### src/rtl/core/sbwu_pkg.sv
package sbwu_pkg;

	localparam logic [31:0] CANON_NAN = 32'h7FC0_0000;
	localparam logic [7:0] EXP_MAX = 8'hFF;

	typedef struct packed {
		logic nan;
		logic inf;
		logic infsign;
	} spec_t;

	typedef struct packed {
		logic [31:0] pn;
		logic sticky;
		logic signed [10:0] e_n;
	} norm_t;

	typedef struct packed {
		logic [26:0] mbig;
		logic [26:0] msmall;
		logic sub;
		logic [7:0] ebig;
		logic sign;
		logic zsign;
		spec_t sp;
	} align_t;

endpackage

### src/rtl/core/sbwu_if.sv
interface sbwu_item_if;
	logic valid;
	logic ready;
	logic [15:0] weight_high;
	logic [15:0] weight_low;
	logic [15:0] gradient;
	logic last_in;

	modport source(output valid, output weight_high, output weight_low, output gradient,
		output last_in, input ready);
	modport sink(input valid, input weight_high, input weight_low, input gradient,
		input last_in, output ready);
endinterface

interface sbwu_result_if;
	logic valid;
	logic ready;
	logic [15:0] new_high;
	logic [15:0] new_low;
	logic last_out;

	modport source(output valid, output new_high, output new_low, output last_out,
		input ready);
	modport sink(input valid, input new_high, input new_low, input last_out,
		output ready);
endinterface

### src/rtl/core/sbwu_mul.sv
module sbwu_mul import sbwu_pkg::*; (
	input logic [31:0] lr,
	input logic [15:0] grad,
	output logic [31:0] p,
	output logic signed [9:0] k,
	output logic sign,
	output spec_t sp
);

	logic [7:0] ea, eb, ea1, eb1;
	logic [22:0] fa;
	logic [6:0] fb;
	logic nan_a, inf_a, zero_a, nan_b, inf_b, zero_b;
	logic signed [10:0] ksum;

	always_comb begin
		ea = lr[30:23];
		fa = lr[22:0];
		eb = grad[14:7];
		fb = grad[6:0];
		nan_a = (ea == EXP_MAX) && (fa != '0);
		inf_a = (ea == EXP_MAX) && (fa == '0);
		zero_a = (ea == '0) && (fa == '0);
		nan_b = (eb == EXP_MAX) && (fb != '0);
		inf_b = (eb == EXP_MAX) && (fb == '0);
		zero_b = (eb == '0) && (fb == '0);
		ea1 = (ea == '0) ? 8'd1 : ea;
		eb1 = (eb == '0) ? 8'd1 : eb;
		p = {ea != '0, fa} * {eb != '0, fb};
		ksum = $signed({3'b0, ea1}) + $signed({3'b0, eb1}) - 11'sd157;
		k = ksum[9:0];
		sign = lr[31] ^ grad[15];
		sp.nan = nan_a | nan_b | (inf_a & zero_b) | (zero_a & inf_b);
		sp.inf = inf_a | inf_b;
		sp.infsign = lr[31] ^ grad[15];
	end

endmodule

### src/rtl/core/sbwu_norm.sv
module sbwu_norm import sbwu_pkg::*; (
	input logic [31:0] x,
	input logic signed [9:0] k,
	output norm_t nrm
);

	logic [4:0] lead;
	logic [5:0] sa;
	logic signed [10:0] kx, sb, s, neg;
	logic [4:0] r;
	logic [31:0] mask;

	always_comb begin
		lead = '0;
		for (int i = 0; i < 32; i++) begin
			if (x[i]) lead = 5'(i);
		end
		sa = 6'd31 - {1'b0, lead};
		kx = {k[9], k};
		sb = 11'sd30 + kx;
		s = (sb < $signed({5'b0, sa})) ? sb : $signed({5'b0, sa});
		neg = -s;
		r = neg[4:0];
		mask = (32'h1 << r) - 32'h1;
		nrm.e_n = $signed({6'b0, lead}) + kx;
		if (!s[10]) begin
			nrm.pn = x << s[4:0];
			nrm.sticky = 1'b0;
		end else if (neg > 11'sd31) begin
			nrm.pn = '0;
			nrm.sticky = |x;
		end else begin
			nrm.pn = x >> r;
			nrm.sticky = |(x & mask);
		end
	end

endmodule

### src/rtl/core/sbwu_round.sv
module sbwu_round import sbwu_pkg::*; (
	input norm_t nrm,
	output logic [30:0] mag
);

	logic normal, inc;
	logic [31:0] base;

	always_comb begin
		normal = nrm.pn[31];
		inc = nrm.pn[7] & ((|nrm.pn[6:0]) | nrm.sticky | nrm.pn[8]);
		base = {1'b0, (normal ? nrm.e_n[7:0] : 8'h00), nrm.pn[30:8]} + {31'b0, inc};
		if (normal && (nrm.e_n > 11'sd254)) begin
			mag = {EXP_MAX, 23'b0};
		end else if (base[31:23] >= 9'd255) begin
			mag = {EXP_MAX, 23'b0};
		end else begin
			mag = base[30:0];
		end
	end

endmodule

### src/rtl/core/sbwu_align.sv
module sbwu_align import sbwu_pkg::*; (
	input logic [31:0] a,
	input logic [31:0] b,
	output align_t al
);

	logic nan_a, inf_a, nan_b, inf_b, a_big;
	logic [31:0] big, lesser;
	logic [7:0] eb1, es1, d;
	logic [23:0] ms;
	logic [26:0] ext, sh, mask;

	always_comb begin
		nan_a = (a[30:23] == EXP_MAX) && (a[22:0] != '0);
		inf_a = (a[30:23] == EXP_MAX) && (a[22:0] == '0);
		nan_b = (b[30:23] == EXP_MAX) && (b[22:0] != '0);
		inf_b = (b[30:23] == EXP_MAX) && (b[22:0] == '0);
		a_big = a[30:0] >= b[30:0];
		big = a_big ? a : b;
		lesser = a_big ? b : a;
		eb1 = (big[30:23] == '0) ? 8'd1 : big[30:23];
		es1 = (lesser[30:23] == '0) ? 8'd1 : lesser[30:23];
		d = eb1 - es1;
		ms = {lesser[30:23] != '0, lesser[22:0]};
		ext = {ms, 3'b0};
		sh = ext >> d[4:0];
		mask = (27'h1 << d[4:0]) - 27'h1;
		al.mbig = {big[30:23] != '0, big[22:0], 3'b0};
		if (d >= 8'd27) begin
			al.msmall = {26'b0, |ms};
		end else begin
			al.msmall = {sh[26:1], sh[0] | (|(ext & mask))};
		end
		al.sub = a[31] ^ b[31];
		al.ebig = eb1;
		al.sign = big[31];
		al.zsign = a[31] & b[31];
		al.sp.nan = nan_a | nan_b | (inf_a & inf_b & (a[31] != b[31]));
		al.sp.inf = inf_a | inf_b;
		al.sp.infsign = inf_a ? a[31] : b[31];
	end

endmodule

### src/rtl/core/split_bf16_weight_update.sv
// split_bf16_weight_update: streaming sgd step on fp32 weights kept as two halves
// item channel carries weight_high, weight_low, gradient (bf16) and last_in
// result channel returns new_high, new_low and last_out in the same order
// new weight = weight + round(learning_rate * gradient), both ops fp32 rne,
// subnormals kept, any nan result given as 0x7fc00000
// learning_rate is written through cfg_we / cfg_wdata; the user must write it only
// while the block is idle, since the block itself does not enforce this
// throughput: one transaction per cycle when the receiver does not stall; the
// stages are multiply, product normalize, product round, align, add, sum normalize,
// sum round into the output register
// each stage holds its own valid bit and loads whenever it is empty or the
// stage after it moves, so bubbles close up and a stalled receiver backs up
// the pipe one stage at a time; item.ready drops only when all 7 stages are full
// reset (arst_n low) empties every stage and clears learning_rate to zero
module split_bf16_weight_update import sbwu_pkg::*; (
	input logic clk,
	input logic arst_n,
	input logic cfg_we,
	input logic [31:0] cfg_wdata,
	sbwu_item_if.sink item,
	sbwu_result_if.source result
);

	logic [31:0] lr_q;
	logic v_s1, v_s2, v_s3, v_s4, v_s5, v_s6, v_s7;
	logic adv1, adv2, adv3, adv4, adv5, adv6, adv7;

	logic [31:0] p_c;
	logic signed [9:0] k_c;
	logic sign_c;
	spec_t sp_c;
	norm_t nrm_p_c, nrm_a_c;
	logic [30:0] mag_p_c, mag_a_c;
	align_t al_c;
	logic [27:0] sum_c;

	logic [31:0] p_s1, w_s1, w_s2, w_s3, prod_s3, res_s7;
	logic signed [9:0] k_s1, k_s5;
	logic sign_s1, sign_s2, sign_s5, sign_s6;
	spec_t sp_s1, sp_s2, sp_s5, sp_s6;
	logic last_s1, last_s2, last_s3, last_s4, last_s5, last_s6, last_s7;
	norm_t nrm_s2, nrm_s6;
	align_t al_s4;
	logic [27:0] sum_s5;

	assign adv7 = !v_s7 || result.ready;
	assign adv6 = !v_s6 || adv7;
	assign adv5 = !v_s5 || adv6;
	assign adv4 = !v_s4 || adv5;
	assign adv3 = !v_s3 || adv4;
	assign adv2 = !v_s2 || adv3;
	assign adv1 = !v_s1 || adv2;
	assign item.ready = adv1;

	always_ff @(posedge clk or negedge arst_n) begin
		if (!arst_n) begin
			lr_q <= '0;
		end else if (cfg_we) begin
			lr_q <= cfg_wdata;
		end
	end

	always_ff @(posedge clk or negedge arst_n) begin
		if (!arst_n) begin
			v_s1 <= 1'b0;
			v_s2 <= 1'b0;
			v_s3 <= 1'b0;
			v_s4 <= 1'b0;
			v_s5 <= 1'b0;
			v_s6 <= 1'b0;
			v_s7 <= 1'b0;
		end else begin
			if (adv1) v_s1 <= item.valid;
			if (adv2) v_s2 <= v_s1;
			if (adv3) v_s3 <= v_s2;
			if (adv4) v_s4 <= v_s3;
			if (adv5) v_s5 <= v_s4;
			if (adv6) v_s6 <= v_s5;
			if (adv7) v_s7 <= v_s6;
		end
	end

	sbwu_mul u_mul (
		.lr(lr_q),
		.grad(item.gradient),
		.p(p_c),
		.k(k_c),
		.sign(sign_c),
		.sp(sp_c)
	);

	sbwu_norm u_norm_p (
		.x(p_s1),
		.k(k_s1),
		.nrm(nrm_p_c)
	);

	sbwu_round u_round_p (
		.nrm(nrm_s2),
		.mag(mag_p_c)
	);

	sbwu_align u_align (
		.a(w_s3),
		.b(prod_s3),
		.al(al_c)
	);

	assign sum_c = al_s4.sub ? ({1'b0, al_s4.mbig} - {1'b0, al_s4.msmall})
		: ({1'b0, al_s4.mbig} + {1'b0, al_s4.msmall});

	sbwu_norm u_norm_a (
		.x({sum_s5, 4'b0}),
		.k(k_s5),
		.nrm(nrm_a_c)
	);

	sbwu_round u_round_a (
		.nrm(nrm_s6),
		.mag(mag_a_c)
	);

	always_ff @(posedge clk) begin
		if (adv1) begin
			p_s1 <= p_c;
			k_s1 <= k_c;
			sign_s1 <= sign_c;
			sp_s1 <= sp_c;
			w_s1 <= {item.weight_high, item.weight_low};
			last_s1 <= item.last_in;
		end
		if (adv2) begin
			nrm_s2 <= nrm_p_c;
			sign_s2 <= sign_s1;
			sp_s2 <= sp_s1;
			w_s2 <= w_s1;
			last_s2 <= last_s1;
		end
		if (adv3) begin
			if (sp_s2.nan) begin
				prod_s3 <= CANON_NAN;
			end else if (sp_s2.inf) begin
				prod_s3 <= {sp_s2.infsign, EXP_MAX, 23'b0};
			end else begin
				prod_s3 <= {sign_s2, mag_p_c};
			end
			w_s3 <= w_s2;
			last_s3 <= last_s2;
		end
		if (adv4) begin
			al_s4 <= al_c;
			last_s4 <= last_s3;
		end
		if (adv5) begin
			sum_s5 <= sum_c;
			k_s5 <= $signed({2'b0, al_s4.ebig}) - 10'sd30;
			sign_s5 <= (sum_c == '0) ? al_s4.zsign : al_s4.sign;
			sp_s5 <= al_s4.sp;
			last_s5 <= last_s4;
		end
		if (adv6) begin
			nrm_s6 <= nrm_a_c;
			sign_s6 <= sign_s5;
			sp_s6 <= sp_s5;
			last_s6 <= last_s5;
		end
		if (adv7) begin
			if (sp_s6.nan) begin
				res_s7 <= CANON_NAN;
			end else if (sp_s6.inf) begin
				res_s7 <= {sp_s6.infsign, EXP_MAX, 23'b0};
			end else begin
				res_s7 <= {sign_s6, mag_a_c};
			end
			last_s7 <= last_s6;
		end
	end

	assign result.valid = v_s7;
	assign result.new_high = res_s7[31:16];
	assign result.new_low = res_s7[15:0];
	assign result.last_out = last_s7;

endmodule

### src/flat_wrapper.sv
// flat-port wrapper written by rule: the top's interface ports become plain ports
module split_bf16_weight_update_flat import sbwu_pkg::*;
  (clk, arst_n, cfg_we, cfg_wdata, item_valid, item_weight_high, item_weight_low, item_gradient, item_last_in, item_ready, result_valid, result_new_high, result_new_low, result_last_out, result_ready);
  sbwu_item_if item_i ();
  sbwu_result_if result_i ();
  input logic clk;
  input logic arst_n;
  input logic cfg_we;
  input logic [31:0] cfg_wdata;
  input wire logic [$bits(item_i.valid)-1:0] item_valid;
  input wire logic [$bits(item_i.weight_high)-1:0] item_weight_high;
  input wire logic [$bits(item_i.weight_low)-1:0] item_weight_low;
  input wire logic [$bits(item_i.gradient)-1:0] item_gradient;
  input wire logic [$bits(item_i.last_in)-1:0] item_last_in;
  output wire logic [$bits(item_i.ready)-1:0] item_ready;
  output wire logic [$bits(result_i.valid)-1:0] result_valid;
  output wire logic [$bits(result_i.new_high)-1:0] result_new_high;
  output wire logic [$bits(result_i.new_low)-1:0] result_new_low;
  output wire logic [$bits(result_i.last_out)-1:0] result_last_out;
  input wire logic [$bits(result_i.ready)-1:0] result_ready;
  assign item_i.valid = item_valid;
  assign item_i.weight_high = item_weight_high;
  assign item_i.weight_low = item_weight_low;
  assign item_i.gradient = item_gradient;
  assign item_i.last_in = item_last_in;
  assign item_ready = item_i.ready;
  assign result_valid = result_i.valid;
  assign result_new_high = result_i.new_high;
  assign result_new_low = result_i.new_low;
  assign result_last_out = result_i.last_out;
  assign result_i.ready = result_ready;
  split_bf16_weight_update u_core (.clk(clk), .arst_n(arst_n), .cfg_we(cfg_we), .cfg_wdata(cfg_wdata), .item(item_i), .result(result_i));
endmodule
### config.mk
export PLATFORM = sky130hd
export DESIGN_NAME = split_bf16_weight_update_flat
export DESIGN_NICKNAME = d
export VERILOG_FILES = /design/src/rtl/core/sbwu_pkg.sv /design/src/rtl/core/sbwu_if.sv /design/src/rtl/core/sbwu_mul.sv /design/src/rtl/core/sbwu_norm.sv /design/src/rtl/core/sbwu_round.sv /design/src/rtl/core/sbwu_align.sv /design/src/rtl/core/split_bf16_weight_update.sv /design/src/flat_wrapper.sv
export SDC_FILE = /design/constraint.sdc
export NUM_CORES = 2
export LEC_CHECK = 0
export BUFFER_PORTS_ARGS = -buffer_cell sky130_fd_sc_hd__buf_2
export CAP_MARGIN = 40
export CELL_PAD_IN_SITES_DETAIL_PLACEMENT = 1
export CELL_PAD_IN_SITES_GLOBAL_PLACEMENT = 1
export CORE_AREA = 2 2 404 326
export CTS_CLUSTER_SIZE = 8
export DETAILED_ROUTE_END_ITERATION = 8
export DIE_AREA = 0 0 406 328
export HOLD_SLACK_MARGIN = 0.03
export MAX_ROUTING_LAYER = met4
export PLACE_DENSITY = 0.5
export REMOVE_ABC_BUFFERS = 1
export SLEW_MARGIN = 5
export SYNTH_ARGS = -nofsm -noshare
export SYNTH_HDL_FRONTEND = slang
export SYNTH_SLANG_ARGS = --single-unit
### constraint.sdc
create_clock -name clk -period 17.4 [get_ports clk]
set_input_delay 2.61 -clock clk [delete_from_list [all_inputs] [get_ports clk]]
set_output_delay 2.61 -clock clk [all_outputs]
set_load 0.01 [all_outputs]
==> results by stage <==
Worst setup path:
- Along the worst path, the maximum fanout reaches 63.
- The required time of the critical path is 17.76 ns.
- The cell with the largest stage delay on the worst path is sky130_fd_sc_hd__buf_4.
- The arrival time of the worst setup path is 10.10 ns.
- The setup path with the least slack is of type reg2reg.
- STA classifies the critical path endpoint as a register.
- For this run, the slowest stage of the critical path takes roughly 0.70 ns.
- The critical path startpoint category is a register.

Route:
- After detailed routing, the number of vias per cell comes to 5.32.
- The routed layout has 31877 vias.
- In the final routed layout, each cell accounts on average for 23.1 um.
- The routed design has roughly 140 mm of wire.
- The count of nets left with antenna violations once routing finished came out at 0.
- For this run, design rule violations remaining after detail routing come to 0.
- The detailed-routing wirelength on met1 is 67.3 mm.
- The detailed router finished its first iteration with roughly 2400 violations.
- After detailed routing, the met2 layer carries 62.8 mm of wire.
- The first detailed-routing pass ran for 5 iterations.
- The met3 routed wirelength is 5.87 mm.
- The highest layer used for signal routing is met4.

Yosys:
- The combinational family with the most area after synthesis is simple AND/OR/NAND/NOR gates.
- The number of warnings issued by yosys is 0.
- Counting every instance in the synthesized netlist gives 4235.
- Counting instances in the post-synthesis netlist gives the leading cell types as sky130_fd_sc_hd__nand2_1 (578), sky130_fd_sc_hd__edfxtp_1 (412), sky130_fd_sc_hd__nor2_1 (363).
- The post-synthesis compound-gate area fraction is 14.1%.
- The average footprint of a synthesized cell is 9.08 um^2.
- The adder and majority cell fraction of the synthesized area is 13.7%.
- After synthesis, flip-flops and latches occupy 34.7% of the total area.
- sky130_fd_sc_hd__edfxtp_1 takes more of the synthesized area than any other cell.
- The proportion of synthesized area in mux cells is 9.95%.
- The number of distinct standard cells referenced by the synthesized netlist is 94.
- The flip-flop and latch count after synthesis is 451.
- The mapped netlist covers 38500 um^2.
- The simple-gate area share of the yosys netlist is 18.2%.
- The top cell type by area accounts for 32.2% of the synthesized area.
- Yosys attributes the largest share of cell area to sky130_fd_sc_hd__edfxtp_1 (32%), sky130_fd_sc_hd__mux2i_1 (8.0%), sky130_fd_sc_hd__fa_1 (7.2%).
- In the post-synthesis netlist, the cell with the most instances is sky130_fd_sc_hd__nand2_1.
- Summing the areas of all xor and xnor instances in the mapped netlist gives slightly below 4% of the synthesized area.
- In this run, synthesis inferred 412 flip-flops with an integrated enable.
- The fraction of registers with async set/reset is a little under 9%.
- The prevailing post-synth register cell is sky130_fd_sc_hd__edfxtp_1.

STA:
- The number of max-slew violations in the final report was 0.
- In this run the tightest slew margin relative to its limit is 33.9%.
- The clock period could shrink to 9.74 ns.
- For the final routed database, the setup TNS stands at 0 ns.
- The highest achievable clock rate is 103 MHz.
- Setup repair after global routing left no endpoint under its margin.
- The setup-violating endpoint count in the final report is 0.
- The count of final hold-check violations is 0.
- The actual slew at the worst max-slew pin is approximately 1 ns.
- The final period utilization is ~56%.
- The final worst clock skew is 0.0365 ns.

Floorplanning:
- The full die area is ~130000 um^2.
- The vertical die dimension is 328 um.
- The top-level I/O count is ~120.
- The standard cell core area is 129000 um^2.
- Once the floorplan was initialized, standard cells occupied around 30% of the core.
- The number of cell rows is between 100 and 150.
- The horizontal extent of the die is 406 um.

Clock network:
- The clock passes through at most 3 buffers.
- Counting the buffers created by CTS gives slightly below 70.
- The cell sitting at the root of the clock tree is a sky130_fd_sc_hd__clkbuf_16.
- The hold buffer count at cts is 0.
- In this run the post-CTS setup repair buffer count came out at 0.
- The H-tree depth is 3.
- TritonCTS built the clock tree.
- The later pin in the worst-skew pair is clocked with a latency of roughly 0.66 ns.
- The tree built by TritonCTS fans out to 451 sinks.
- After clock tree synthesis, the clock-pin slew on the worst setup and hold paths is 0.06 ns.
- The post-cts repair resize count is 0.

Hold path:
- The worst hold path class is reg2reg.

GRT:
- The initial antenna violation count is 3.
- For this run, the total global-route usage over all layers was measured as 21.4%.
- After global routing the overflow that remains totals 0.
- The number of global-route vias before repair was 32812.
- Entering global routing, the biggest net connects 86 pins.
- The first-pass GRT wire length is 212 mm.

Final layout:
- Summing all multi-input logic gate instances after layout gives 23100 um^2.
- The post-route netlist has 8.59% of its cells at a drive strength greater than 1.
- The total of fill cells in the finished design is between 10000 and 15000.
- Registers take 13300 um^2.
- After the last flow step, the layout net total stands at around 4600.
- The area added between synthesis and finish is 11.5%.

Placement:
- The global placement routability congestion is 0.893.
- Buffers placed on the I/O ports in this run total between 100 and 150.
- The HPWL after detailed placement is 106 mm.

Flow run:
- Max-cap violations in this run came to 0.

Run status:
- The flow ran to the end, and the final reports show no timing, DRC or antenna violations.
worst max-delay path, delay by kind of cell, from the launching register on:
| kind | cells | cell delay (ns) |
|---|---|---|
| buf+inv | 5 | 2.29 |
| fa+ha+maj | 4 | 1.45 |
| compound gates | 13 | 2.37 |
| simple gates | 13 | 2.54 |
| xor+xnor | 1 | 0.17 |
| flops | 1 | 0.54 |
logic make-up after synthesis:
| logic type | count (synthesis) |
|---|---|
| AOI/OAI and AO/OA | 840 |
| and+or+nand+nor | 1513 |
| buffers and inverters | 561 |
| DFF | 451 |
| adders and majority gates | 337 |
| xor gates and xnor gates | 171 |
| muxes | 362 |
per-layer routing:
metal	track usage, %	vias to the layer above
li1	-	15024
met1	30.2	16054
met2	33.0	657
met3	2.44	142
met4	4.30	0
met5	-	-
cell type report:
cell class                 instances  area share (%)
sequential                       451            31.1
timing repair buffer             185            2.84
clock buffer                      88            4.22
antenna                            3          0.0175
tap                             1740            5.08
clock inverter                    11           0.210
multi-input combinational       3223            54.0
inverter                         291            2.55
cell usage in the layout, fill, tap and decap left out, drive strengths merged, types with 9 or more instances in the layout:
cell type,n
buf,185
a211oi,52
a31oi,60
nand3,116
ha,199
edfxtp,412
or4,16
a21oi,207
nor4,54
nor3,71
a32oi,12
mux2,43
and3,49
a21o,44
nand2b,29
xnor2,93
o21a,28
clkinv,10
nand2,578
o21ai,182
mux4,12
inv,292
xor2,78
nor2,363
nand4,47
a21boi,9
o31ai,24
fa,138
o21bai,23
or2,12
clkbuf,88
nor2b,30
o22ai,59
dfrtp,39
mux2i,307
and2,100
o211ai,17
or3,18
o221ai,13
final timing paths:
check / start / endpoint / slack (ns) / cells past startpoint
max in group asynchronous: arst_n / u_core.v_s1$_DFFE_PN0P_ / 15.08 / 2
worst min register to register: u_core.w_s2[25]$_DFFE_PP_ / u_core.w_s3[25]$_DFFE_PP_ / 0.39 / 0
worst min-delay path: u_core.w_s2[25]$_DFFE_PP_ / u_core.w_s3[25]$_DFFE_PP_ / 0.39 / 0
worst max register to register: u_core.p_s1[18]$_DFFE_PP_ / u_core.nrm_s2[11]$_SDFFCE_PN0P_ / 7.66 / 36
worst max-delay path: u_core.p_s1[18]$_DFFE_PP_ / u_core.nrm_s2[11]$_SDFFCE_PN0P_ / 7.66 / 36
min in group asynchronous: arst_n / u_core.lr_q[2]$_DFFE_PN0P_ / 1.82 / 1
per-stage QoR:
step / util (%) / setup WS [ns] / cell area, um^2 / std cells / hold WS (ns)
5_1_grt: 33.3 / 6.81 / 42900 / 5990 / 0.400
4_1_cts: 33.3 / 7.79 / 42900 / 5989 / 0.398
3_3_place_gp: 31.6 / 7.94 / 40800 / 5881 / 0.402
2_1_floorplan: - / 2.07 / 37400 / 3965 / 0.400
6_report: 33.3 / 7.66 / 42900 / 5992 / 0.394
3_5_place_dp: 31.8 / 7.86 / 41000 / 5890 / 0.405
sequential cells by signal, indices dropped and copies added, names as in the netlist, 2 cells and up:
signal          flops
u_core.k_s1        10
u_core.nrm_s2      44
u_core.k_s5         9
u_core.al_s4       65
u_core.p_s1        32
u_core.sum_s5      28
u_core.lr_q        32
u_core.sp_s5        3
u_core.w_s2        32
u_core.sp_s1        2
u_core.nrm_s6      43
u_core.w_s3        32
u_core.w_s1        32
u_core.sp_s2        3
u_core.sp_s6        3
u_core.prod_s3     32
u_core.res_s7      32
Power is left out: the tool's default activity adds up to more than one toggle a clock period on the data nets, which glitch-free logic cannot reach.
